**src/rtl/assert_macros.svh**
```systemverilog
// Assertion macros used by the controller RTL of the farthest-pair bounding sphere unit.
`ifndef ASSERT_MACROS_SVH
`define ASSERT_MACROS_SVH

`ifndef SYNTHESIS

`define FPBS_ASSERT(label, clk, rstn, prop, msg) \
    label: assert property (@(posedge clk) disable iff (!rstn) (prop)) else $error(msg);

`define FPBS_ASSERT_NEVER(label, clk, rstn, prop, msg) \
    label: assert property (@(posedge clk) disable iff (!rstn) !(prop)) else $error(msg);

`else

`define FPBS_ASSERT(label, clk, rstn, prop, msg)

`define FPBS_ASSERT_NEVER(label, clk, rstn, prop, msg)

`endif

`endif

```
**src/rtl/fpbs_pkg.sv**
```systemverilog
// Package: widths, codes, state type and control structs of the bounding sphere unit.
package fpbs_pkg;

    localparam int COORD_W        = 24;
    localparam int PT_W           = 3 * COORD_W;
    localparam int DIFF_W         = COORD_W + 1;
    localparam int SQ_W           = 2 * DIFF_W - 1;
    localparam int D2_W           = SQ_W + 1;
    localparam int ROOT_W         = D2_W / 2;
    localparam int REM_W          = ROOT_W + 2;
    localparam int RADIUS_W       = ROOT_W - 1;
    localparam int OUT_IDX_W      = 6;
    localparam int ERR_W          = 2;
    localparam int SQRT_STEPS     = ROOT_W;
    localparam int STEP_W         = $clog2(SQRT_STEPS);
    localparam int MAX_POINTS_DEF = 64;

    typedef enum logic [ERR_W-1:0] {
        ERR_OK      = 2'd0,
        ERR_FEW     = 2'd1,
        ERR_DROPPED = 2'd2
    } err_t;

    typedef enum logic [2:0] {
        ST_IDLE,
        ST_START,
        ST_SCAN,
        ST_DRAIN,
        ST_FETCH,
        ST_SQRT,
        ST_DONE
    } state_t;

    typedef struct packed {
        logic wr_en;
        logic rd_en;
        logic rd_best;
        logic pair_valid;
        logic first_pair;
        logic sqrt_init;
        logic sqrt_step;
        logic load_result;
        logic short_set;
        logic dropped;
    } fpbs_cmd_t;

    typedef struct packed {
        logic pipe_busy;
        logic slot_free;
    } fpbs_stat_t;

endpackage

```
**src/rtl/fpbs_ctrl.sv**
```systemverilog
// Controller: load counter, pair scan sequencer and result sequencing.
`include "assert_macros.svh"

module fpbs_ctrl #(
    parameter int MAX_POINTS = fpbs_pkg::MAX_POINTS_DEF
) (
    input  logic                          clk,
    input  logic                          rst_n,
    input  logic                          pt_valid,
    input  logic                          pt_last,
    output logic                          pt_ready,
    input  fpbs_pkg::fpbs_stat_t          stat,
    output fpbs_pkg::fpbs_cmd_t           cmd,
    output logic [$clog2(MAX_POINTS)-1:0] wr_addr,
    output logic [$clog2(MAX_POINTS)-1:0] rd_a,
    output logic [$clog2(MAX_POINTS)-1:0] rd_b
);
    import fpbs_pkg::*;

    localparam int IDX_W = $clog2(MAX_POINTS);
    localparam int CNT_W = $clog2(MAX_POINTS + 1);

    state_t            state_reg, state_next;
    logic [CNT_W-1:0]  count_reg, count_next;
    logic              ovf_reg, ovf_next;
    logic [IDX_W-1:0]  i_reg, i_next, j_reg, j_next;
    logic [STEP_W-1:0] step_reg, step_next;

    logic accept, store_full, j_end, last_pair;

    assign accept     = pt_valid && (state_reg == ST_IDLE);
    assign store_full = (count_reg == CNT_W'(MAX_POINTS));
    assign j_end      = (CNT_W'(j_reg) == count_reg - CNT_W'(1));
    assign last_pair  = j_end && (CNT_W'(i_reg) == count_reg - CNT_W'(2));

    always_comb
    begin
        state_next = state_reg;
        unique case (state_reg)
            ST_IDLE:
            begin
                if (accept && pt_last)
                begin
                    state_next = ST_START;
                end
            end
            ST_START:
            begin
                state_next = (count_reg < CNT_W'(2)) ? ST_DONE : ST_SCAN;
            end
            ST_SCAN:
            begin
                if (last_pair)
                begin
                    state_next = ST_DRAIN;
                end
            end
            ST_DRAIN:
            begin
                if (!stat.pipe_busy)
                begin
                    state_next = ST_FETCH;
                end
            end
            ST_FETCH:
            begin
                state_next = ST_SQRT;
            end
            ST_SQRT:
            begin
                if (step_reg == STEP_W'(SQRT_STEPS - 1))
                begin
                    state_next = ST_DONE;
                end
            end
            ST_DONE:
            begin
                if (stat.slot_free)
                begin
                    state_next = ST_IDLE;
                end
            end
            default:
            begin
                state_next = ST_IDLE;
            end
        endcase
    end

    always_comb
    begin
        count_next = count_reg;
        ovf_next   = ovf_reg;
        i_next     = i_reg;
        j_next     = j_reg;
        step_next  = step_reg;
        unique case (state_reg)
            ST_IDLE:
            begin
                if (accept)
                begin
                    if (store_full)
                    begin
                        ovf_next = 1'b1;
                    end
                    else
                    begin
                        count_next = count_reg + CNT_W'(1);
                    end
                end
            end
            ST_START:
            begin
                i_next = '0;
                j_next = IDX_W'(1);
            end
            ST_SCAN:
            begin
                if (!j_end)
                begin
                    j_next = j_reg + IDX_W'(1);
                end
                else if (!last_pair)
                begin
                    i_next = i_reg + IDX_W'(1);
                    j_next = i_reg + IDX_W'(2);
                end
            end
            ST_FETCH:
            begin
                step_next = '0;
            end
            ST_SQRT:
            begin
                step_next = step_reg + STEP_W'(1);
            end
            ST_DONE:
            begin
                if (stat.slot_free)
                begin
                    count_next = '0;
                    ovf_next   = 1'b0;
                end
            end
            default:
            begin
                count_next = count_reg;
            end
        endcase
    end

    always_comb
    begin
        cmd             = '0;
        cmd.wr_en       = accept && !store_full;
        cmd.pair_valid  = (state_reg == ST_SCAN);
        cmd.first_pair  = (state_reg == ST_SCAN) && (i_reg == '0) && (j_reg == IDX_W'(1));
        cmd.rd_best     = (state_reg == ST_FETCH);
        cmd.rd_en       = (state_reg == ST_SCAN) || (state_reg == ST_FETCH);
        cmd.sqrt_init   = (state_reg == ST_FETCH);
        cmd.sqrt_step   = (state_reg == ST_SQRT);
        cmd.load_result = (state_reg == ST_DONE) && stat.slot_free;
        cmd.short_set   = (count_reg < CNT_W'(2));
        cmd.dropped     = ovf_reg;
    end

    always_ff @(posedge clk or negedge rst_n)
    begin
        if (!rst_n)
        begin
            state_reg <= ST_IDLE;
            count_reg <= '0;
            ovf_reg   <= 1'b0;
            i_reg     <= '0;
            j_reg     <= '0;
            step_reg  <= '0;
        end
        else
        begin
            state_reg <= state_next;
            count_reg <= count_next;
            ovf_reg   <= ovf_next;
            i_reg     <= i_next;
            j_reg     <= j_next;
            step_reg  <= step_next;
        end
    end

    assign pt_ready = (state_reg == ST_IDLE);
    assign wr_addr  = count_reg[IDX_W-1:0];
    assign rd_a     = i_reg;
    assign rd_b     = j_reg;

    `FPBS_ASSERT(a_ovf_full, clk, rst_n, ovf_reg |-> store_full, "overflow seen with store not full")
    `FPBS_ASSERT(a_scan_order, clk, rst_n, (state_reg == ST_SCAN) |-> (j_reg > i_reg), "pair out of order")
    `FPBS_ASSERT(a_result_slot, clk, rst_n, cmd.load_result |-> stat.slot_free, "result overwritten")
    `FPBS_ASSERT_NEVER(a_drain_exit, clk, rst_n, (state_reg == ST_DRAIN) && (state_next != ST_DRAIN) && stat.pipe_busy, "left drain with pairs in flight")
endmodule

```
**config.mk**
```make
export PLATFORM = sky130hd
export DESIGN_NAME = fpbs_ctrl
export DESIGN_NICKNAME = d
export VERILOG_FILES = /design/src/rtl/fpbs_pkg.sv /design/src/rtl/fpbs_ctrl.sv
export VERILOG_INCLUDE_DIRS = /design/src /design/src/rtl
export SDC_FILE = /design/constraint.sdc
export NUM_CORES = 1
export LEC_CHECK = 0
export BUFFER_PORTS_ARGS = -buffer_cell sky130_fd_sc_hd__buf_4
export CAP_MARGIN = 40
export CORE_ASPECT_RATIO = 1.2
export CORE_MARGIN = 2
export CORE_UTILIZATION = 52
export DETAILED_ROUTE_END_ITERATION = 8
export GPL_ROUTABILITY_DRIVEN = 0
export GPL_TIMING_DRIVEN = 1
export PLACE_DENSITY = 0.77
export SYNTH_ARGS = -nofsm -noshare
export SYNTH_HDL_FRONTEND = slang
export SYNTH_SLANG_ARGS = --single-unit
export TNS_END_PERCENT = 1
```
**constraint.sdc**
```tcl
create_clock -name clk -period 2.6 [get_ports clk]
set_input_delay 0.13 -clock clk [delete_from_list [all_inputs] [get_ports clk]]
set_output_delay 0.13 -clock clk [all_outputs]
set_load 0.1 [all_outputs]
```
==> results of run 1 <==
[cell usage after synthesis, drive strengths merged, types with 2 or more instances]
cell type	count	area (um2)
nand2	22	82.6
mux2i	4	40.0
and3	3	18.8
and4	2	17.5
ha	13	163
o21ai	13	65.1
nor4	3	18.8
nor3	13	65.1
a221oi	2	23.8
nor3b	2	15.0
nand2b	3	18.8
nor2	17	63.8
o211ai	2	28.8
buf	15	115
nand3	14	70.1
a311oi	3	26.3
clkbuf	11	41.3
o31ai	4	30.0
mux2	2	22.5
nand4	6	43.8
a211oi	3	22.5
xor2	11	96.3
inv	16	60.1
a21oi	13	65.1
or4	5	45.0
xnor2	14	123
dfrtp	28	701
or3	4	25.0
[cells by family (layout without fill, tap and decap cells)]
group,count (synthesis),after routing,synth area share [%]
DFF,28,28,31.3
xor gates and xnor gates,25,25,9.77
muxes,6,6,2.79
buffers and inverters,42,68,9.66
AOI/OAI and AO/OA,50,50,15.6
adders and majority gates,13,13,7.26
and+or+nand+nor,100,100,23.6
[final timing paths]
path | start | to | slack [ns] | cells past startpoint
setup reg to reg | count_reg[2] | rd_a[1] | 0.13 | 7
min in group asynchronous | rst_n | rd_b[4] | 0.31 | 2
max in group asynchronous | rst_n | rd_a[2] | 2.02 | 2
setup / recovery | count_reg[2] | rd_a[1] | 0.13 | 7
hold reg to reg | ovf_reg | ovf_reg | 0.50 | 2
hold / removal | stat[0] | state_reg[1] | 0.17 | 3
[through the flow]
stage | util (%) | hold WS, ns | worst slack (ns) | setup TNS [ns] | instances
after detailed placement | 60.3 | 0.0780 | 0.108 | 0 | 341
after global placement | 60.3 | 0.0761 | 0.157 | 0 | 341
after floorplan | - | -0.166 | -0.557 | -3.04 | 264
final | 62.4 | 0.175 | 0.127 | 0 | 346
after global routing | 62.4 | 0.181 | -0.0318 | -0.0687 | 346
after CTS | 62.2 | 0.172 | 0.0805 | 0 | 346
[per-layer routing]
layer	part of all wire, %	global-route usage (%)
met2	51	38.1
met5	0	0
met3	4.2	2.37
met4	0.97	6.30
met1	43	31.9
[timing repair]
item	in CTS	in global routing
resized for setup	0	3
setup endpoints to repair	0	6
hold buffers	1	0
endpoints found under the hold margin	28	0
[final cells by class]
class | instances | area share (%)
multi-input cells | 194 | 51.7
flip-flops and latches | 28 | 26.8
repair buffers | 48 | 13.9
well taps | 56 | 2.68
inverters | 16 | 2.29
clock buffers | 3 | 1.58
clock inverters | 1 | 1.15
[cell usage in the layout (no fill, tap or decap), types with 2 or more instances in the layout]
cell type and n:
o21ai_0 10, and3_1 3, o21ai_1 3, mux2_2 2, dfrtp_1 28, nor3b_1 2
nor3_1 10, or4_1 3, nor4_1 3, clkbuf_8 3, nor2_1 17, nand2_1 22
xnor2_1 14, inv_1 16, nand2b_1 3, ha_1 12, mux2i_1 4, xor2_1 11
a211oi_1 3, o31ai_1 4, buf_4 47, nor3_2 2, a21oi_1 12, or3_1 4
a311oi_1 3, or4_4 2, nand4_1 5, nand3_1 14
[worst max-delay path, cell delays in order, from the launching register on]
cell      delay [ns]
dfrtp_1         0.39
buf_4           0.16
or4_4           0.46
o21ai_1         0.19
and4_2          0.38
o211ai_4        0.17
nor2_1          0.26
mux2_2          0.36
==> flow_metrics.tcl, run 1 <==
set metrics [dict create \
    insertion_delay_ns 0.27 \
    cts_buffer_depth 2 \
    mappedNetlistArea_mm2 0.00224 \
    ys_warn_count 0 \
    grt_first_pass_wirelength_mm 9.02 \
    cts-htree-levels 1 \
    crit_type "reg -> reg" \
    grt_start_max_net_pins 29 \
    track_usage_pct 23.1 \
    max_freq_ghz 0.404 \
    cts.sinks 28 \
    numCtsBuffers 3 \
    cap_violations 0 \
    cp.arrival_ns 2.64 \
    die_x_um 63.9 \
    crit_path_max_fanout 10 \
    ios 35 \
    n_fill_cell 379 \
    syn_avg_cell_area_um2 8.49 \
    worstSetupStartpointType "register" \
    ant_nets 0 \
    via_per_inst 5.73 \
    dpl-instance-area_mm2 0.00253 \
    period_minus_slack_ns 2.47 \
    row_count 26 \
    first_iter_violations 145 \
    largest_register_ffs 7 \
    tightest_slew_ns 0.510 \
    antenna_found_initial 0 \
    syn2layout_area_growth_pct 16.8 \
    seqCellArea_um2 701 \
    outcome "completed" \
    ys_seq_elements 28 \
    routedWlPerCell_um 15.2 \
    die_area_mm2 0.00485 \
    multi_input_area_mm2 0.00135 \
    synthFlopType "dfrtp_1" \
    ys_types 52 \
    first_global_vias 1904 \
    drt_wl_total_mm 5.26 \
    max-slew-margin-rel_pct 66.0 \
    syn_nets 283 \
    grt_overflow_total 0 \
    end_kind "register" \
    critical_path_required_ns 2.77 \
    finalCritPeriodShare_pct 95.1 \
    drc 0 \
    fin_nets 310 \
    design_area_mm2 0.00262 \
    setup_viol 0 \
    synth_edf_count 0 \
    antennaDiodeCount 0 \
    initial_core_util_pct 53.4 \
    die_h_um 75.9 \
    dr.pass1.iters 4 \
    num_vias 1981 \
    coreArea_mm2 0.00420 \
    path_clk_slew_ns 0.10 \
    dp_hpwl_mm 3.83 \
    skew_ns 0.00420 \
    seq_area_frac_synth_pct 31.3 \
    slew_violations 0 \
    ctsRootBufferMaster "clkbuf_8" \
    hold_violations 0 \
    synth_cells 264 \
    hold_path.class "in -> reg" \
    portBuffers 34 \
    synthArstFlopShare_pct 100 \
    cts_tree "built" \
    drive_gt1_share_pct 23.4 \
    cts_setup_buffers 0 \
]
Power of run 1 is not shown: default switching activity piles up to over one toggle a cycle in this logic, so the estimate is an artifact.
==> run 2: changes to the inputs <==
ABC_AREA = 1   (was default)
==> run 2 against run 1 <==
  * Wire length rose by 3.4%
  * Worst setup slack improved by 0.31 ns
  * Flip-flop and latch count did not move
  * Clock skew fell by 0.0029 ns
  * Area after synthesis rose by 6.8%
  * Non-clock buffer count fell by 12
  * First-iteration DRC count fell by 38%
  * Critical path depth rose by 6
  * Die area rose by 6.4%
  * Final cell count rose by 22%
  * Synthesized cell count rose by 30%
  * Highest routed layer unchanged
==> flow_metrics.tcl, run 2 <==
set metrics [dict create \
    outcome "completed" \
    portBuffers 34 \
    grt_first_pass_wirelength_mm 9.66 \
    ys_warn_count 0 \
    synth_top_family_by_area "simple AND/OR/NAND/NOR gates" \
    tightest_slew_ns 0.381 \
    synthArstFlopShare_pct 100 \
    first_global_vias 2148 \
    grt_overflow_total 0 \
    largest_register_ffs 7 \
    synthFlopType "dfrtp_1" \
    setup_viol 0 \
    yosys.area.top_type "dfrtp_1" \
    cts-htree-levels 1 \
    final_common_cell "nand2_1" \
    ys_seq_elements 28 \
    grt_start_max_net_pins 29 \
    multi_input_area_mm2 0.00142 \
    dr.pass1.iters 4 \
    max_freq_ghz 0.462 \
    crit_path_max_fanout 9 \
    period_minus_slack_ns 2.16 \
    rsz0062_at_grt "no" \
    max-slew-margin-rel_pct 74.4 \
    met2WireLength_mm 2.77 \
    antenna_found_initial 0 \
    syn2layout_area_growth_pct 12.9 \
    fin_nets 385 \
    cts.sinks 28 \
    maxUsedRoutingLayer "met4" \
    hold_path.class "in -> reg" \
    cp.arrival_ns 2.35 \
    syn_nets 361 \
    num_vias 2202 \
    synth_compound_area_share_pct 7.43 \
    worstSetupStartpointType "register" \
    mappedNetlistArea_mm2 0.00239 \
    ys_types 34 \
    via_per_inst 5.21 \
    critical_path_required_ns 2.78 \
    coreArea_mm2 0.00449 \
    numCtsBuffers 3 \
    path_clk_slew_ns 0.10 \
    seqCellArea_um2 701 \
    synth_cells 342 \
    dp_hpwl_mm 4.26 \
    die_h_um 78.3 \
    hold_violations 0 \
    slew_violations 0 \
    synth_top_area_share_pct 29.3 \
    syn_avg_cell_area_um2 7.00 \
    ctsRootBufferMaster "clkbuf_8" \
    antennaDiodeCount 0 \
    drc 0 \
    initial_core_util_pct 53.2 \
    cts_resized 0 \
    track_usage_pct 23.7 \
    insertion_delay_ns 0.28 \
    drive_gt1_share_pct 19.2 \
    synth.area.top_cells "dfrtp_1, nand2_1, ha_1" \
    synth_common_cells "nand2_1, inv_1, nor2_1" \
    cts_tree "built" \
    ios 35 \
    synth_edf_count 0 \
    drt-met1-wl_mm 2.40 \
    mostFrequentLayoutCells "nand2_1, inv_1, buf_4, nor2_1, dfrtp_1" \
    row_count 27 \
    synthAdderAreaFrac_pct 6.80 \
    n_fill_cell 436 \
    met3_length_um 129 \
    first_iter_violations 90 \
    yosys.area_share.simple_pct 39.0 \
    muxShareOfSynthArea_pct 0 \
    drt_wl_total_mm 5.44 \
    ant_nets 0 \
    finalCritPeriodShare_pct 83.2 \
    routedWlPerCell_um 12.9 \
    skew_ns 0.00126 \
    setup-tns-final_ns 0 \
    cts_buffer_depth 2 \
    cap_violations 0 \
    seq_area_frac_synth_pct 29.3 \
    crit_type "reg -> reg" \
    synth_xor_area_share_pct 5.49 \
    end_kind "register" \
    yosysMostFrequentCell "nand2_1" \
    die_area_mm2 0.00516 \
    die_x_um 65.9 \
]
-- run 2: cell count changes in the layout (fill, tap and decap cells not counted), sizes merged, moves of 10 or more --
cell | before | now
nand3 | 14 | 30
nor2 | 17 | 38
nand2 | 22 | 104
inv | 16 | 48
buf | 47 | 35
nor3 | 13 | 3
-- run 2: cells by family after synthesis --
family                     Yosys count
and+or+nand+nor                    191
xor gates and xnor gates            15
AOI/OAI and AO/OA                   29
adders and majority gates           13
DFF                                 28
buffers and inverters               66
-- run 2: what timing repair did --
item	CTS	global route
endpoints found under the hold margin	28	0
setup buffers	0	0
hold buffers	1	0
-- run 2: path summary, 6_finish.rpt --
| check | start | cells past startpoint | slack (ns) | end |
|---|---|---|---|---|
| hold reg to reg | step_reg[4] | 1 | 0.48 | step_reg[4] |
| min in group asynchronous | rst_n | 2 | 0.28 | rd_b[4] |
| setup / recovery | count_reg[0] | 13 | 0.44 | state_reg[0] |
| hold / removal | pt_valid | 3 | 0.13 | ovf_reg |
| setup reg to reg | count_reg[0] | 13 | 0.44 | state_reg[0] |
| max in group asynchronous | rst_n | 2 | 2.04 | ovf_reg |
-- run 2: layout make-up --
type                            instances  share of cell area (%)
Clock buffer                            4                    2.04
Timing Repair Buffer                   36                    10.1
Multi-Input combinational cell        248                    52.4
Inverter                               49                    6.81
Sequential cell                        28                    25.9
Tap cell                               58                    2.69
-- run 2: metal layers --
layer / up-vias / GRT usage [%]
li1: 1120 / -
met2: 39 / 39.8
met3: 15 / 2.72
met5: - / 0
met4: 0 / 10.4
met1: 1028 / 30.3
-- run 2: metrics by stage --
stage               worst slack [ns]  util (%)  cells  hold WS (ns)  instance area [um2]
floorplan                     -0.584         -    342        -0.166                 2400
global placement               0.461      58.7    418        0.0773                 2640
detailed placement             0.447      58.7    418        0.0775                 2640
CTS                            0.432      60.1    423         0.130                 2700
global route                   0.221      60.1    423         0.139                 2700
finish                         0.436      60.1    423         0.128                 2700
-- run 2: worst max-delay path, cell delays in order, from the launching register on --
cell     delay, ns
dfrtp_1       0.54
inv_1         0.14
ha_1          0.32
inv_1         0.06
nand2_1       0.06
nand4_1       0.08
nor2_1        0.13
nand2_2       0.11
nor2_8        0.22
nand2_8       0.10
nand2_8       0.09
nand3_2       0.08
nand2_1       0.08
nand2_1       0.05
Power of run 2 is left out for the same reason.
